## config.mk

```make
export PLATFORM = sky130hd
export DESIGN_NAME = handheld_console_timer
export DESIGN_NICKNAME = d
export VERILOG_FILES = /design/src/rtl/core/hct_pkg.sv /design/src/rtl/core/handheld_console_timer.sv
export SDC_FILE = /design/constraint.sdc
export NUM_CORES = 1
export LEC_CHECK = 0
export ABC_AREA = 1
export BUFFER_PORTS_ARGS = -buffer_cell sky130_fd_sc_hd__buf_2
export CAP_MARGIN = 25
export CORE_MARGIN = 2
export CORE_UTILIZATION = 58
export CTS_CLUSTER_SIZE = 12
export DETAILED_ROUTE_END_ITERATION = 16
export PLACE_DENSITY = 0.87
export SYNTH_ARGS = -nofsm -noshare
export SYNTH_HDL_FRONTEND = slang
export SYNTH_SLANG_ARGS = --single-unit
```

## constraint.sdc

```tcl
create_clock -name clk -period 3.6 [get_ports clk]
set_input_delay 0 -clock clk [delete_from_list [all_inputs] [get_ports clk]]
set_output_delay 0 -clock clk [all_outputs]
set_load 0.05 [all_outputs]
```

## src/rtl/core/hct_pkg.sv

```systemverilog
// Shared types, codes and rate limits for the handheld console timer.
package hct_pkg;

  // Input clock of the console; must be a power of two so each limit is one.
  localparam int unsigned CLOCK_HZ = 4194304;

  // Clocks per machine cycle.
  localparam int unsigned MCYCLE_CLOCKS = 4;

  // Clock counts per counter increment, one for each rate code.
  localparam int unsigned RATE0_DIV = CLOCK_HZ / 4096;
  localparam int unsigned RATE1_DIV = CLOCK_HZ / 262144;
  localparam int unsigned RATE2_DIV = CLOCK_HZ / 65536;
  localparam int unsigned RATE3_DIV = CLOCK_HZ / 16384;

  localparam logic [31:0] RATE0_LIMIT = (RATE0_DIV == 0) ? 32'd1 : 32'(RATE0_DIV);
  localparam logic [31:0] RATE1_LIMIT = (RATE1_DIV == 0) ? 32'd1 : 32'(RATE1_DIV);
  localparam logic [31:0] RATE2_LIMIT = (RATE2_DIV == 0) ? 32'd1 : 32'(RATE2_DIV);
  localparam logic [31:0] RATE3_LIMIT = (RATE3_DIV == 0) ? 32'd1 : 32'(RATE3_DIV);

  // Bit positions in the control register.
  localparam int unsigned CTRL_ENABLE_BIT = 2;

  // Item kinds.
  typedef enum logic [1:0] {
    KIND_TICK  = 2'd0,
    KIND_READ  = 2'd1,
    KIND_WRITE = 2'd2
  } kind_t;

  // Register selects.
  typedef enum logic [1:0] {
    REG_DIVIDER = 2'd0,
    REG_COUNTER = 2'd1,
    REG_RELOAD  = 2'd2,
    REG_CONTROL = 2'd3
  } reg_sel_t;

  // Input word.
  typedef struct packed {
    logic [1:0] kind;
    logic [1:0] reg_select;
    logic [7:0] write_data;
    logic [5:0] cycles;
  } in_word_t;

  // Result word.
  typedef struct packed {
    logic [7:0] read_data;
    logic       interrupt_request;
  } out_word_t;

  // Limit for a rate code.
  function automatic logic [31:0] rate_limit(input logic [1:0] rate);
    logic [31:0] lim;
    unique case (rate)
      2'd0:    lim = RATE0_LIMIT;
      2'd1:    lim = RATE1_LIMIT;
      2'd2:    lim = RATE2_LIMIT;
      default: lim = RATE3_LIMIT;
    endcase
    return lim;
  endfunction

endpackage

```

## src/rtl/core/handheld_console_timer.sv

```systemverilog
// Top level of the handheld console timer: input register, timer state and result register.
// An accepted word is held in the input register, then its result in the result register.
// Throughput: one word per cycle unless out_ready stalls; the timer state is updated in the
// same cycle that the registered word is processed, so the next word always sees it.
// Reset (rst_n low, synchronous): all timer registers and both valid flags clear to zero.
// Backpressure on the result side stalls the input register and drops in_ready.
module handheld_console_timer (
  input  logic               clk,
  input  logic               rst_n,
  input  logic               in_valid,
  output logic               in_ready,
  input  hct_pkg::in_word_t  in_data,
  output logic               out_valid,
  input  logic               out_ready,
  output hct_pkg::out_word_t out_data
);

  // Input register.
  logic              in_valid_r;
  hct_pkg::in_word_t item_r;

  // Timer state.
  logic [7:0]  div_r,    div_nxt;
  logic [31:0] acc_r,    acc_nxt;
  logic [7:0]  timer_r,  timer_nxt;
  logic [7:0]  reload_r, reload_nxt;
  logic [2:0]  ctrl_r,   ctrl_nxt;

  // Result register.
  logic               out_valid_r;
  hct_pkg::out_word_t out_data_r, out_data_nxt;

  logic        advance;
  logic        fire;
  logic [31:0] acc_sum;
  logic [31:0] limit;
  logic        hit;

  // Handshake: the registered word moves on when the result slot is free or emptying.
  assign advance  = !out_valid_r || out_ready;
  assign fire     = in_valid_r && advance;
  assign in_ready = !in_valid_r || advance;

  assign out_valid = out_valid_r;
  assign out_data  = out_data_r;

  // Tick arithmetic: accumulate clocks and compare against the selected limit.
  assign acc_sum = acc_r + (32'(item_r.cycles) * 32'(hct_pkg::MCYCLE_CLOCKS));
  assign limit   = hct_pkg::rate_limit(ctrl_r[1:0]);
  assign hit     = ctrl_r[hct_pkg::CTRL_ENABLE_BIT] && (acc_sum >= limit);

  // Next state and result for the registered word.
  always_comb begin
    div_nxt      = div_r;
    acc_nxt      = acc_r;
    timer_nxt    = timer_r;
    reload_nxt   = reload_r;
    ctrl_nxt     = ctrl_r;
    out_data_nxt = '0;
    unique case (hct_pkg::kind_t'(item_r.kind))
      hct_pkg::KIND_TICK: begin
        div_nxt = div_r + {2'd0, item_r.cycles};
        acc_nxt = acc_sum;
        if (hit) begin
          // Limit is a power of two, so the remainder is a mask.
          acc_nxt = acc_sum & (limit - 32'd1);
          if (timer_r == 8'hFF) begin
            timer_nxt                      = reload_r;
            out_data_nxt.interrupt_request = 1'b1;
          end else begin
            timer_nxt = timer_r + 8'd1;
          end
        end
      end
      hct_pkg::KIND_READ: begin
        unique case (hct_pkg::reg_sel_t'(item_r.reg_select))
          hct_pkg::REG_DIVIDER: out_data_nxt.read_data = div_r;
          hct_pkg::REG_COUNTER: out_data_nxt.read_data = timer_r;
          hct_pkg::REG_RELOAD:  out_data_nxt.read_data = reload_r;
          default:              out_data_nxt.read_data = {6'd0, ctrl_r[1:0]};
        endcase
      end
      hct_pkg::KIND_WRITE: begin
        unique case (hct_pkg::reg_sel_t'(item_r.reg_select))
          hct_pkg::REG_DIVIDER: div_nxt    = 8'd0;
          hct_pkg::REG_COUNTER: timer_nxt  = item_r.write_data;
          hct_pkg::REG_RELOAD:  reload_nxt = item_r.write_data;
          default:              ctrl_nxt   = item_r.write_data[2:0];
        endcase
      end
      default: begin
        // Unused kind: nothing changes and the result is zero.
      end
    endcase
  end

  // Control and timer registers.
  always_ff @(posedge clk) begin
    if (!rst_n) begin
      in_valid_r  <= 1'b0;
      out_valid_r <= 1'b0;
      div_r       <= '0;
      acc_r       <= '0;
      timer_r     <= '0;
      reload_r    <= '0;
      ctrl_r      <= '0;
    end else begin
      if (in_ready) begin
        in_valid_r <= in_valid;
      end
      if (advance) begin
        out_valid_r <= in_valid_r;
      end
      if (fire) begin
        div_r    <= div_nxt;
        acc_r    <= acc_nxt;
        timer_r  <= timer_nxt;
        reload_r <= reload_nxt;
        ctrl_r   <= ctrl_nxt;
      end
    end
  end

  // Payload registers.
  always_ff @(posedge clk) begin
    if (in_ready && in_valid) begin
      item_r <= in_data;
    end
    if (fire) begin
      out_data_r <= out_data_nxt;
    end
  end

  // A stalled input word stays in place.
  assert property (@(posedge clk) disable iff (!rst_n)
    in_valid_r && !advance |=> in_valid_r && $stable(item_r))
    else $error("input word lost or changed while stalled");

  // An interrupt always leaves the counter at the reload value.
  assert property (@(posedge clk) disable iff (!rst_n)
    fire && out_data_nxt.interrupt_request |=> timer_r == $past(reload_r))
    else $error("counter not reloaded on overflow");

  // Only reads produce read data.
  assert property (@(posedge clk) disable iff (!rst_n)
    fire && item_r.kind != hct_pkg::KIND_READ |=> out_data_r.read_data == 8'd0)
    else $error("read data on a non-read word");

  // With the timer disabled, a tick leaves the counter alone.
  assert property (@(posedge clk) disable iff (!rst_n)
    fire && item_r.kind == hct_pkg::KIND_TICK && !ctrl_r[hct_pkg::CTRL_ENABLE_BIT]
      |=> $stable(timer_r) && !out_data_r.interrupt_request)
    else $error("disabled timer counted");

endmodule
```

==> metrics.md <==
| Metric | Value |
|---|---|
| Initial antenna violation count | 0 |
| CP max stage cell | edfxtp_1 |
| Setup violations, final | 0 |
| Vias/cell | 5.83 |
| DR vias | 5431 |
| Syn Std Cell Area | 5290 um2 |
| Status | finished, final reports clean |
| Port Buffer Count | 32 |
| Placed instance area | 5550 um2 |
| Worst VDD drop | 0.244 mV |
| Asr flop ratio synth | 0% |
| Die height | 99.5 um |
| Startpoint types | flip-flop |
| H-tree levels | 3 |
| Placed cell count | 890 |
| Post-synthesis sequential area ratio | 37.7% |
| Die area | 9900 um2 |
| Pwr/cell area | 330 nW/um2 |
| Vias in the first global route | 4925 |
| Worst-margin pin slew | 720 ps |
| CORE AREA | 8760 um2 |
| GP Congestion | 1.02 |
| Drt drc | 0 |
| Min Tclk post-route | 3340 ps |
| Final worst slack | 258 ps |
| Maximum clock frequency | 299 MHz |
| Pre-CTS setup slack | 60.6 ps |
| Number of diodes | 0 |
| Top Ports | 33 |
| Synth Instances | 764 |
| Slowest stage delay, CP | 410 ps |
| Hold Fails Final Rpt | 0 |
| Max-slew violation count | 0 |
| Total congestion overflow | 0 |
| Post-DR wirelength/cell | 15.3 um |
| Final period utilization | 92.8% |
| Routed Antenna Nets | 0 |
| Max_cap viols | 0 |
| Skew final | 13.9 ps |
| Fill count | 718 |
| #FFs+latches synth | 86 |
| Area growth, synth to finish | 14.3% |
| Max clock buf depth | 2 |
| Post-Layout Cell Count | 931 |
| Worst-path clk slew | 100 ps |
| Root buffer cell | clkbuf_8 |
| Crit path kind | reg -> reg |
| Relative slew slack | 51.9% |
| Crit path cell chain | ha_2, fa_2, nand2_1, nand2_1, nand3_1, nand2_2, xor2_1, ha_1, nand4_1, nor2_1, nand2_1, nor2_1, nand2_1, nor2_1, nand2_1, nand2_1, nand2_1, nand2_4, nand2_8, nor4_1 |
| Setup crit end kind | flip-flop |
| Num CTS Buffers | 9 |
| Share of layout cells above drive strength 1 | 9.60% |
| CP most frequent cell | nand2_1 |
| Clk sink count | 86 |
| DRT iter0 DRCs | 565 |
| Mapped Avg Cell Area | 6.92 um2 |
| Drt pass-1 iters | 7 |
| CP Data Arrival Time | 3500 ps |
| Syn. warnings | 0 |
| HPWL after DPL | 10100 um |
| CP required | 3760 ps |
| Leak | 2.54 nW |
| Row cnt | 34 |
| Syn Nets | 811 |
| Synth cell types | 37 |
| Most used DFF post-synth | dfxtp_1 |
| Layout Nets | 865 |
| First-pass GRT wire length | 22800 um |
| CTS tree | yes |
| Post-Route WL | 14200 um |
| Skew-Pair Late Insertion Delay | 370 ps |
| Total track usage | 28.7% |
| EDFF count, synth | 27 |
| Initial Utilization | 60.4% |
| Crit-path max FO | 14 |
| HP Class | in -> reg |
| Die extent in x | 99.5 um |
| Pin count of the biggest net entering global routing | 42 |
| Final Cell Area | 6050 um2 |
==> registers in the layout (all words and copies together) (netlist names) <==
| signal | count |
|---|---|
| ctrl_r | 3 |
| out_data | 9 |
| item_r | 18 |
| out_valid | 1 |
| acc_r | 30 |
| reload_r | 8 |
| in_valid_r | 1 |
| div_r | 8 |
| timer_r | 8 |
==> metrics by stage <==
step | setup TNS [ps] | hold slack (ps) | util, % | total power, mW
5_1_grt | -0.0369 | 75.4 | 69.0 | 2.06
2_1_floorplan | 0 | 98.9 | - | 1.19
6_report | 0 | 71.3 | 69.0 | 2.00
3_3_place_gp | 0 | 176 | 63.0 | 1.24
3_5_place_dp | 0 | 178 | 63.3 | 1.25
4_1_cts | 0 | 42.7 | 68.1 | 1.98
==> layer usage <==
metal / vias to the layer above / track usage (%) / wire length [um]
met5: - / 0 / 0
met4: 0 / 11.7 / 398
met3: 53 / 4.99 / 1200
met2: 270 / 47.1 / 6600
met1: 2491 / 37.8 / 6020
li1: 2617 / - / -
==> cell type report <==
type,instances,area [um2],area share [%]
clock buffers,9,124,2.05
clock inverters,7,83.8,1.39
inverters,100,375,6.21
multi-input cells,562,2890,47.8
flip-flops and latches,86,1990,32.9
well taps,108,135,2.24
repair buffers,59,448,7.41
==> layout by cell type, fill, tap and decap left out, drive strengths merged, types with 8 or more instances in the layout <==
cell type,n
nand3b,11
nor2,94
dfxtp,59
nor3,8
ha,23
a21oi,74
edfxtp,27
clkbuf,9
dlygate4sd3,21
inv,102
buf,38
nand2,202
nand3,63
o21ai,44
nand4,12
==> cell families after synthesis <==
| family | count (synthesis) | share of synthesized area, % |
|---|---|---|
| compound gates | 132 | 13.2 |
| xor+xnor | 6 | 0.993 |
| fa+ha+maj | 25 | 6.20 |
| buf+inv | 118 | 8.70 |
| flops | 86 | 37.7 |
| mux | 5 | 0.946 |
| simple gates | 392 | 32.3 |
==> synthesized netlist by cell type (all sizes together) (3+ instances only) <==
master / count / area share (%)
o22ai: 4 / 0.47
clkbuf: 13 / 0.92
nor2: 94 / 7.1
edfxtp: 27 / 15
nand3b: 11 / 1.6
mux2i: 5 / 0.95
ha: 23 / 5.4
buf: 5 / 0.69
nor3: 8 / 0.76
o21ai: 44 / 4.2
xor2: 4 / 0.66
dfxtp: 59 / 22
nand3: 63 / 6.1
a211oi: 3 / 0.43
inv: 97 / 6.9
nand4: 12 / 1.4
clkinv: 3 / 0.21
nand2: 200 / 15
a21oi: 74 / 7.0
==> path summary, 6_finish.rpt <==
kind	startpoint	to	slack [ps]	cells after the start
worst max-delay path	item_r[0]	out_data[0]	260	20
worst min-delay path	rst_n	timer_r[6]	70	3
worst max register to register	item_r[0]	out_data[0]	260	20
worst min register to register	acc_r[7]	acc_r[7]	480	2
==> power by group <==
part / internal, mW / switching (mW)
clock network: 0.336 / 0.401
logic: 0.0781 / 0.133
registers: 1.03 / 0.0220
==> worst max-delay path, delay by kind of cell (launching register included) <==
family        cells  cell delay (ps)
simple gates     16             1620
flops             1              410
xor+xnor          1              190
fa+ha+maj         3              920
==> repair_timing <==
action	in CTS	in global routing
hold endpoints to repair	20	0
hold buffers	21	0
gates resized for setup	0	7
setup endpoints to repair	0	33
buffers inserted	0	1
No activity file was read; power rests on OpenSTA's default activity.
